<file path="config.mk">
export PLATFORM = sky130hd
export DESIGN_NAME = wildcard_glob_matcher
export DESIGN_NICKNAME = d
export VERILOG_FILES = /design/src/hdl/wgm_pkg.sv /design/src/hdl/wildcard_glob_matcher.sv /design/src/hdl/wgm_cell.sv /design/src/hdl/wgm_out_buf.sv
export SDC_FILE = /design/constraint.sdc
export NUM_CORES = 1
export LEC_CHECK = 0
export ABC_AREA = 1
export BUFFER_PORTS_ARGS = -buffer_cell sky130_fd_sc_hd__buf_4
export CORE_MARGIN = 2
export CORE_UTILIZATION = 35
export CTS_CLUSTER_DIAMETER = 80
export CTS_CLUSTER_SIZE = 8
export DETAILED_ROUTE_END_ITERATION = 12
export HOLD_SLACK_MARGIN = 0.08
export PLACE_DENSITY = 0.5
export SYNTH_ARGS = -nofsm -noshare
export SYNTH_HDL_FRONTEND = slang
export SYNTH_SLANG_ARGS = --single-unit
</file>
<file path="constraint.sdc">
create_clock -name i_clk -period 12.8 [get_ports i_clk]
set_clock_uncertainty 0.15 [all_clocks]
set_input_delay 2.56 -clock i_clk [delete_from_list [all_inputs] [get_ports i_clk]]
set_output_delay 2.56 -clock i_clk [all_outputs]
set_load 0.005 [all_outputs]
</file>
<file path="src/hdl/wgm_pkg.sv">
`timescale 1ns / 1ps
`default_nettype none
// ----------------------------------------------------------------------------
// wgm_pkg
// Shared types and constants of the wildcard glob matcher.
// ----------------------------------------------------------------------------
package wgm_pkg;

    localparam int MAX_PATTERN = 32;
    localparam int LEN_W       = $clog2(MAX_PATTERN + 1);

    localparam logic [7:0] CH_STAR  = 8'h2A;
    localparam logic [7:0] CH_QUERY = 8'h3F;
    localparam logic [7:0] CH_SPACE = 8'h20;
    localparam logic [7:0] CH_UC_A  = 8'h41;
    localparam logic [7:0] CH_UC_Z  = 8'h5A;
    localparam logic [7:0] CASE_OFS = 8'h20;

    typedef enum logic [1:0] {
        ACT_CLEAR  = 2'd0,
        ACT_APPEND = 2'd1,
        ACT_TEXT   = 2'd2,
        ACT_END    = 2'd3
    } t_action;

    // broadcast to every cell of the chain
    typedef struct packed {
        logic       en;       // update active bits this cycle
        logic       restart;  // reseed from position 0 instead of advancing
        logic [7:0] ch;       // folded text byte
        logic [7:0] sym;      // raw pattern byte for a write
    } t_cell_ctrl;

    typedef struct packed {
        logic overflow;
        logic matched;
    } t_result;

endpackage : wgm_pkg
`default_nettype wire

</file>
<file path="src/hdl/wildcard_glob_matcher.sv">
`timescale 1ns / 1ps
`default_nettype none
// ----------------------------------------------------------------------------
// wildcard_glob_matcher
// Streams text against a stored '*' / '?' pattern held in a row of cells.
// ----------------------------------------------------------------------------
// Input stream (s): one transfer per item. tdata[1:0] is the action (clear
// pattern, append pattern byte, text byte, end of text), tdata[9:2] the byte.
// Pattern spaces are dropped, text spaces skipped, text A..Z folded to lower.
// Output stream (m): one transfer per end-of-text item; tdata[0] = matched,
// tdata[1] = pattern overflow. Matching restarts after each end of text and
// after any pattern change.
// Throughput: one item per clock while o_s_tready is high. Every text byte
// other than a space updates all pattern cells in the same cycle; the star
// closure ripples through the cell row. An end-of-text result is registered
// into the output register, or into the skid register while that one is held.
// When the receiver stalls, up to two results are buffered; o_s_tready drops
// only once both entries are full.
// Reset (synchronous, active low) empties the pattern, clears overflow, and
// arms position 0; stored pattern bytes read only below the current length.
// ----------------------------------------------------------------------------
module wildcard_glob_matcher (
    input  wire         i_clk,
    input  wire         i_rst_n,
    input  wire         i_s_tvalid,
    output logic        o_s_tready,
    input  wire  [15:0] i_s_tdata,   // [1:0] action, [9:2] symbol, rest zero
    output logic        o_m_tvalid,
    input  wire         i_m_tready,
    output logic [7:0]  o_m_tdata    // [0] matched, [1] pattern_overflow, rest zero
);

    localparam int MAXP  = wgm_pkg::MAX_PATTERN;
    localparam int LEN_W = wgm_pkg::LEN_W;

    wgm_pkg::t_action    w_action;
    logic [7:0]          w_sym;
    logic                w_accept;
    logic                w_is_space;
    wgm_pkg::t_cell_ctrl w_ctrl;
    logic [LEN_W-1:0]    r_len;
    logic [LEN_W-1:0]    n_len;
    logic                r_ovf;
    logic                n_ovf;
    logic                r_tail;
    logic                w_full;
    logic [MAXP-1:0]     w_adv;
    logic [MAXP-1:0]     w_clo;
    logic [MAXP-1:0]     w_act;
    logic [MAXP-1:0]     w_valid;
    logic [MAXP-1:0]     w_n_valid;
    logic [MAXP-1:0]     w_wr;
    logic [MAXP:0]       w_act_all;
    logic                w_load;
    wgm_pkg::t_result    w_res;
    wgm_pkg::t_result    w_out;

    assign w_action   = wgm_pkg::t_action'(i_s_tdata[1:0]);
    assign w_sym      = i_s_tdata[9:2];
    assign w_accept   = i_s_tvalid && o_s_tready;
    assign w_is_space = (w_sym == wgm_pkg::CH_SPACE);
    assign w_full     = (r_len == LEN_W'(MAXP));

    always_comb begin
        w_ctrl.restart = (w_action != wgm_pkg::ACT_TEXT);
        w_ctrl.en      = w_accept && !((w_action == wgm_pkg::ACT_TEXT) && w_is_space);
        w_ctrl.sym     = w_sym;
        if ((w_sym >= wgm_pkg::CH_UC_A) && (w_sym <= wgm_pkg::CH_UC_Z)) begin
            w_ctrl.ch = w_sym + wgm_pkg::CASE_OFS;
        end else begin
            w_ctrl.ch = w_sym;
        end
    end

    always_comb begin
        n_len = r_len;
        n_ovf = r_ovf;
        if (w_accept) begin
            case (w_action)
                wgm_pkg::ACT_CLEAR: begin
                    n_len = '0;
                    n_ovf = 1'b0;
                end
                wgm_pkg::ACT_APPEND: begin
                    if (!w_is_space) begin
                        if (w_full) begin
                            n_ovf = 1'b1;
                        end else begin
                            n_len = r_len + LEN_W'(1);
                        end
                    end
                end
                default: begin
                end
            endcase
        end
    end

    always_ff @(posedge i_clk) begin
        if (!i_rst_n) begin
            r_len  <= '0;
            r_ovf  <= 1'b0;
            r_tail <= 1'b0;
        end else begin
            r_len <= n_len;
            r_ovf <= n_ovf;
            if (w_ctrl.en) begin
                r_tail <= w_adv[MAXP-1] || w_clo[MAXP-1];
            end
        end
    end

    genvar gi;
    generate
        for (gi = 0; gi < MAXP; gi++) begin : g_cell
            logic w_adv_in;
            logic w_clo_in;

            assign w_valid[gi]   = (LEN_W'(gi) < r_len);
            assign w_n_valid[gi] = (LEN_W'(gi) < n_len);
            assign w_wr[gi]      = w_accept && (w_action == wgm_pkg::ACT_APPEND) &&
                                   !w_is_space && (r_len == LEN_W'(gi));

            if (gi == 0) begin : g_head
                // restart seeds position 0
                assign w_adv_in = w_ctrl.restart;
                assign w_clo_in = 1'b0;
            end else begin : g_body
                assign w_adv_in = w_adv[gi-1];
                assign w_clo_in = w_clo[gi-1];
            end

            wgm_cell u_cell (
                .i_clk     (i_clk),
                .i_rst_n   (i_rst_n),
                .i_ctrl    (w_ctrl),
                .i_head    ((gi == 0) ? 1'b1 : 1'b0),
                .i_wr      (w_wr[gi]),
                .i_valid   (w_valid[gi]),
                .i_n_valid (w_n_valid[gi]),
                .i_adv     (w_adv_in),
                .i_clo     (w_clo_in),
                .o_adv     (w_adv[gi]),
                .o_clo     (w_clo[gi]),
                .o_act     (w_act[gi])
            );
        end
    endgenerate

    assign w_act_all    = {r_tail, w_act};
    assign w_load       = w_accept && (w_action == wgm_pkg::ACT_END);
    assign w_res.matched  = w_act_all[r_len] && !r_ovf;
    assign w_res.overflow = r_ovf;

    wgm_out_buf u_out (
        .i_clk      (i_clk),
        .i_rst_n    (i_rst_n),
        .i_load     (w_load),
        .i_data     (w_res),
        .o_ready    (o_s_tready),
        .o_m_tvalid (o_m_tvalid),
        .i_m_tready (i_m_tready),
        .o_data     (w_out)
    );

    assign o_m_tdata = {6'd0, w_out.overflow, w_out.matched};

endmodule : wildcard_glob_matcher
`default_nettype wire

</file>
<file path="src/hdl/wgm_cell.sv">
`timescale 1ns / 1ps
`default_nettype none
// ----------------------------------------------------------------------------
// wgm_cell
// One pattern position: holds a pattern byte and its active bit, passes
// advance and empty-match (star) closure to the next position.
// ----------------------------------------------------------------------------
module wgm_cell (
    input  wire                      i_clk,
    input  wire                      i_rst_n,
    input  wire wgm_pkg::t_cell_ctrl i_ctrl,
    input  wire                      i_head,     // reset value of the active bit
    input  wire                      i_wr,       // store i_ctrl.sym here
    input  wire                      i_valid,    // position below current length
    input  wire                      i_n_valid,  // position below next length
    input  wire                      i_adv,      // active from previous position
    input  wire                      i_clo,      // closure from previous position
    output logic                     o_adv,
    output logic                     o_clo,
    output logic                     o_act
);

    logic [7:0] r_sym;
    logic [7:0] n_sym;
    logic       r_act;
    logic       n_act;
    logic       w_star;
    logic       w_n_star;
    logic       w_raw;

    always_comb begin
        n_sym    = i_wr ? i_ctrl.sym : r_sym;
        w_star   = i_valid && (r_sym == wgm_pkg::CH_STAR);
        w_n_star = i_n_valid && (n_sym == wgm_pkg::CH_STAR);
        o_adv    = !i_ctrl.restart && r_act && i_valid && !w_star &&
                   ((r_sym == wgm_pkg::CH_QUERY) || (r_sym == i_ctrl.ch));
        // a star keeps its own position alive
        w_raw    = i_adv || (!i_ctrl.restart && r_act && w_star);
        n_act    = w_raw || i_clo;
        o_clo    = n_act && w_n_star;
        o_act    = r_act;
    end

    always_ff @(posedge i_clk) begin
        if (i_wr) begin
            r_sym <= i_ctrl.sym;
        end
    end

    always_ff @(posedge i_clk) begin
        if (!i_rst_n) begin
            r_act <= i_head;
        end else if (i_ctrl.en) begin
            r_act <= n_act;
        end
    end

endmodule : wgm_cell
`default_nettype wire

</file>
<file path="src/hdl/wgm_out_buf.sv">
`timescale 1ns / 1ps
`default_nettype none
// ----------------------------------------------------------------------------
// wgm_out_buf
// Two-entry result buffer: output register plus skid register, so the
// input side keeps moving while a result waits.
// ----------------------------------------------------------------------------
module wgm_out_buf (
    input  wire                   i_clk,
    input  wire                   i_rst_n,
    input  wire                   i_load,
    input  wire wgm_pkg::t_result i_data,
    output logic                  o_ready,
    output logic                  o_m_tvalid,
    input  wire                   i_m_tready,
    output wgm_pkg::t_result      o_data
);

    logic             r_m_valid;
    logic             r_s_valid;
    wgm_pkg::t_result r_m_data;
    wgm_pkg::t_result r_s_data;
    logic             w_take;

    assign o_ready    = !r_s_valid;
    assign o_m_tvalid = r_m_valid;
    assign o_data     = r_m_data;
    assign w_take     = !r_m_valid || i_m_tready;

    always_ff @(posedge i_clk) begin
        if (!i_rst_n) begin
            r_m_valid <= 1'b0;
            r_s_valid <= 1'b0;
        end else if (w_take) begin
            if (r_s_valid) begin
                r_m_valid <= 1'b1;
                r_s_valid <= i_load;
            end else begin
                r_m_valid <= i_load;
            end
        end else if (i_load) begin
            r_s_valid <= 1'b1;
        end
    end

    always_ff @(posedge i_clk) begin
        if (w_take) begin
            if (r_s_valid) begin
                r_m_data <= r_s_data;
                r_s_data <= i_data;
            end else begin
                r_m_data <= i_data;
            end
        end else if (i_load) begin
            r_s_data <= i_data;
        end
    end

    a_skid_needs_main: assert property (@(posedge i_clk) disable iff (!i_rst_n)
        r_s_valid |-> r_m_valid)
        else $error("skid entry held without output entry");

    a_no_load_when_full: assert property (@(posedge i_clk) disable iff (!i_rst_n)
        !(i_load && r_s_valid))
        else $error("result loaded into full buffer");

    a_stall_keeps_result: assert property (@(posedge i_clk) disable iff (!i_rst_n)
        (r_m_valid && !i_m_tready) |=> (r_m_valid && $stable(r_m_data)))
        else $error("stalled result lost or changed");

endmodule : wgm_out_buf
`default_nettype wire
</file>
==> results by group <==
Synthesis
  • Most used DFF post-synth: dfxtp_1
  • Asr flop ratio synth: 0%
  • Distinct cells, synth: 62
  • Largest cells by area after synthesis: dfxtp_1 35%, nand2_1 12%, o21ai_0 10%
  • Syn Area/Cell: 6.73 µm²
  • Total of warnings raised by yosys: 0
  • #FFs+latches synth: 302
  • Cell with the most instances after synthesis: nand2_1
  • Seq/Total Area, Yosys: 35.6%
  • Post-synth EDFFs: 4
  • Commonest cells post-synth: 534 x nand2_1, 342 x o21ai_0, 328 x inv_1
  • Mapped Cells: 2542
  • Yosys top cell area share: 34.9%
  • Mapped cell area: 17100 µm²
  • Largest area contributor in the netlist: dfxtp_1

Critical path
  • Reg2reg path depth: 66
  • CP arrival: 9.83 ns
  • Setup CP Type: primary input to register
  • CP max stage cell: inv_1
  • Worst setup endpoint: r_tail
  • CP dominant cell by count: nand2_1
  • Element type at the critical path end: register
  • Critical path peak fanout: 27
  • R2R setup slack: 5.31 ns
  • Crit start category: primary input
  • R2R Path End: r_tail
  • Critical path launch point: i_s_tdata[4]
  • CP max stage delay: 0.64 ns
  • R2r startpoint: r_len[0]
  • Required time of the critical path: 13.14 ns

STA
  • Slew @ Worst Pin: 1.06 ns
  • Final Cycle Share: 74.1%
  • Max-slew headroom: 28.8%
  • Setup_tns: 0 ns
  • Final hold vios: 0
  • Final setup margin: 3.31 ns
  • RSZ-0062 raised after global routing: no
  • Min cycle time layout: 9.49 ns
  • Final-report setup violation count: 0
  • F_max: 105 MHz
  • Pins Over Slew Limit: 0

Route
  • Vias per cell: 5.44
  • Iteration-0 DRC count of the detailed router: 1438
  • Total number of vias: 17100
  • WL per Instance: 19.7 µm
  • Antenna-violating nets left: 0
  • WL final: 61.9 mm
  • First-pass DRT Iterations: 6
  • DRC: 0

Clock network
  • CTS Sinks: 302
  • CTS root buf: clkbuf_16
  • Cts bufs inserted: 43
  • Max clock buf depth: 3
  • Worst-skew pair later-pin latency: 0.57 ns
  • Clock transition at path regs: 0.05 ns
  • Cts hold-fix bufs: 0
  • Number of post-CTS setup repair buffers: 0
  • CTS H-tree lvls: 2
  • Post_cts resized: 0
  • CTS tree: done

Die
  • Initial Util: 35.7%
  • Die width: 225 µm
  • Die Span Y: 225 µm
  • Row count: 80
  • Core area: 47900 µm²
  • Die Area: 50600 µm²
  • Top-Level Pins: 30

Global routing
  • Total GRT Usage: 24.2%
  • GR Overflow Total: 0
  • Initial antenna violation count: 0
  • First-pass GRT wire length: 93.1 mm
  • Largest net degree at the start of global routing: 46
  • Via count of the first global-routing pass: 15800

Finish
  • Fillers: 5079
  • Util after Layout: 39.4%
  • Layout cell share with drive strength beyond 1: 5.47%
  • Nets: 2545
  • # diodes: 0
  • Area growth, synth to finish: 10.4%
  • Post-Layout Cell Count: 3138

Power
  • Clock group share of total power: 46.9%
  • Reg power frac: 44.2%
  • Switching Share: 26.1%
  • Leakage: 0.00763 µW
  • Pwr/cell area: 117 nW/µm²
  • Power share of the combinational group: 8.9%
  • NetSw: 578 µW
  • Internal: 1640 µW
  • Maximum VDD drop: 0.0883 mV

Placed design
  • Routability Congestion: 0.909
  • Pre-CTS setup slack: 2.87 ns
  • Port buffer count: 17
  • Cells after DPL: 3091
  • Hpwl dp: 42.5 mm

Flow run
  • Max-Cap Viols: 0

Run status
  • Status: finished, final reports clean

Min path
  • Worst hold path class: register to register
critical path: cells and delay by family:
family          cells  cell delay (ns)
compound gates      3             0.42
simple gates       63             5.33
buf+inv             3             1.45
power groups by stage:
stage / Sequential, µW / Combinational (µW) / Clock, µW
floorplan: 994 / 128 / 0
global placement: 998 / 193 / 0
detailed placement: 998 / 195 / 0
CTS: 979 / 196 / 1060
global route: 981 / 216 / 1090
finish: 979 / 197 / 1040
per-stage QoR:
stage                     power [µW]  instance area (µm²)  hold slack [ns]
after CTS                       2240                18900            0.351
after global routing            2290                18900            0.366
final                           2220                18900            0.351
after floorplan                 1120                17100            0.281
after detailed placement        1190                17700            0.332
after global placement          1190                17700            0.320
registers in the layout, summed over array words and instances (netlist names):
| name | cells |
|---|---|
| g_cell.u_cell.r_sym | 256 |
| r_ovf | 1 |
| u_out.r_s_valid | 1 |
| u_out.o_data | 2 |
| r_len | 6 |
| u_out.o_m_tvalid | 1 |
| u_out.r_s_data | 2 |
| r_tail | 1 |
| g_cell.u_cell.o_act | 32 |
cell type report:
class                      count  area (µm²)  share of cell area, %
clock buffer                  47        1140                   6.06
timing repair buffer          46         345                   1.83
tap                          615         769                   4.08
multi-input combinational   1788        9240                   49.0
inverter                     340        1280                   6.80
sequential                   302        6090                   32.3
worst min-delay path by stage:
stage                         startpoint                   endpoint  slack [ns]  cells past startpoint
2_1_floorplan                      r_ovf          u_out.r_s_data[1]        0.28                      0
3_3_place_gp                       r_ovf          u_out.r_s_data[1]        0.32                      0
3_5_place_dp                       r_ovf          u_out.r_s_data[1]        0.33                      0
4_1_cts                            r_ovf          u_out.r_s_data[1]        0.35                      0
5_1_grt                            r_ovf          u_out.r_s_data[1]        0.37                      0
6_report       g_cell[6].u_cell.r_sym[1]  g_cell[6].u_cell.r_sym[1]        0.35                      2
per-layer routing:
metal  track usage, %  wire length (µm)
met1             32.2             28000
met2             39.9             28300
met3             3.99              4000
met4             7.84              1600
met5                0                 0
cell families (layout without fill, tap and decap cells):
group	after synthesis	after routing	synth area share (%)
and+or+nand+nor	1069	1069	28.0
AOI/OAI and AO/OA	588	588	19.4
other	1	6	0.0219
DFF	302	302	35.6
xor gates and xnor gates	121	121	6.20
buffers and inverters	457	433	10.5
adders and majority gates	4	4	0.293
layout by cell type (no fill, tap or decap), types with 8 or more instances in the layout:
master,instances
a2111oi_0,11
a211oi_1,14
a21oi_1,102
buf_4,46
clkbuf_16,45
dfxtp_1,298
inv_1,326
inv_2,10
nand2_1,532
nand3_1,98
nand4_1,60
nor2_1,196
nor3_1,65
nor4_1,65
o2111ai_1,22
o211ai_1,9
o21ai_0,342
o21ai_1,12
o22ai_1,32
or2_2,8
xnor2_1,48
xor2_1,73
No activity file was read; power rests on OpenSTA's default activity.
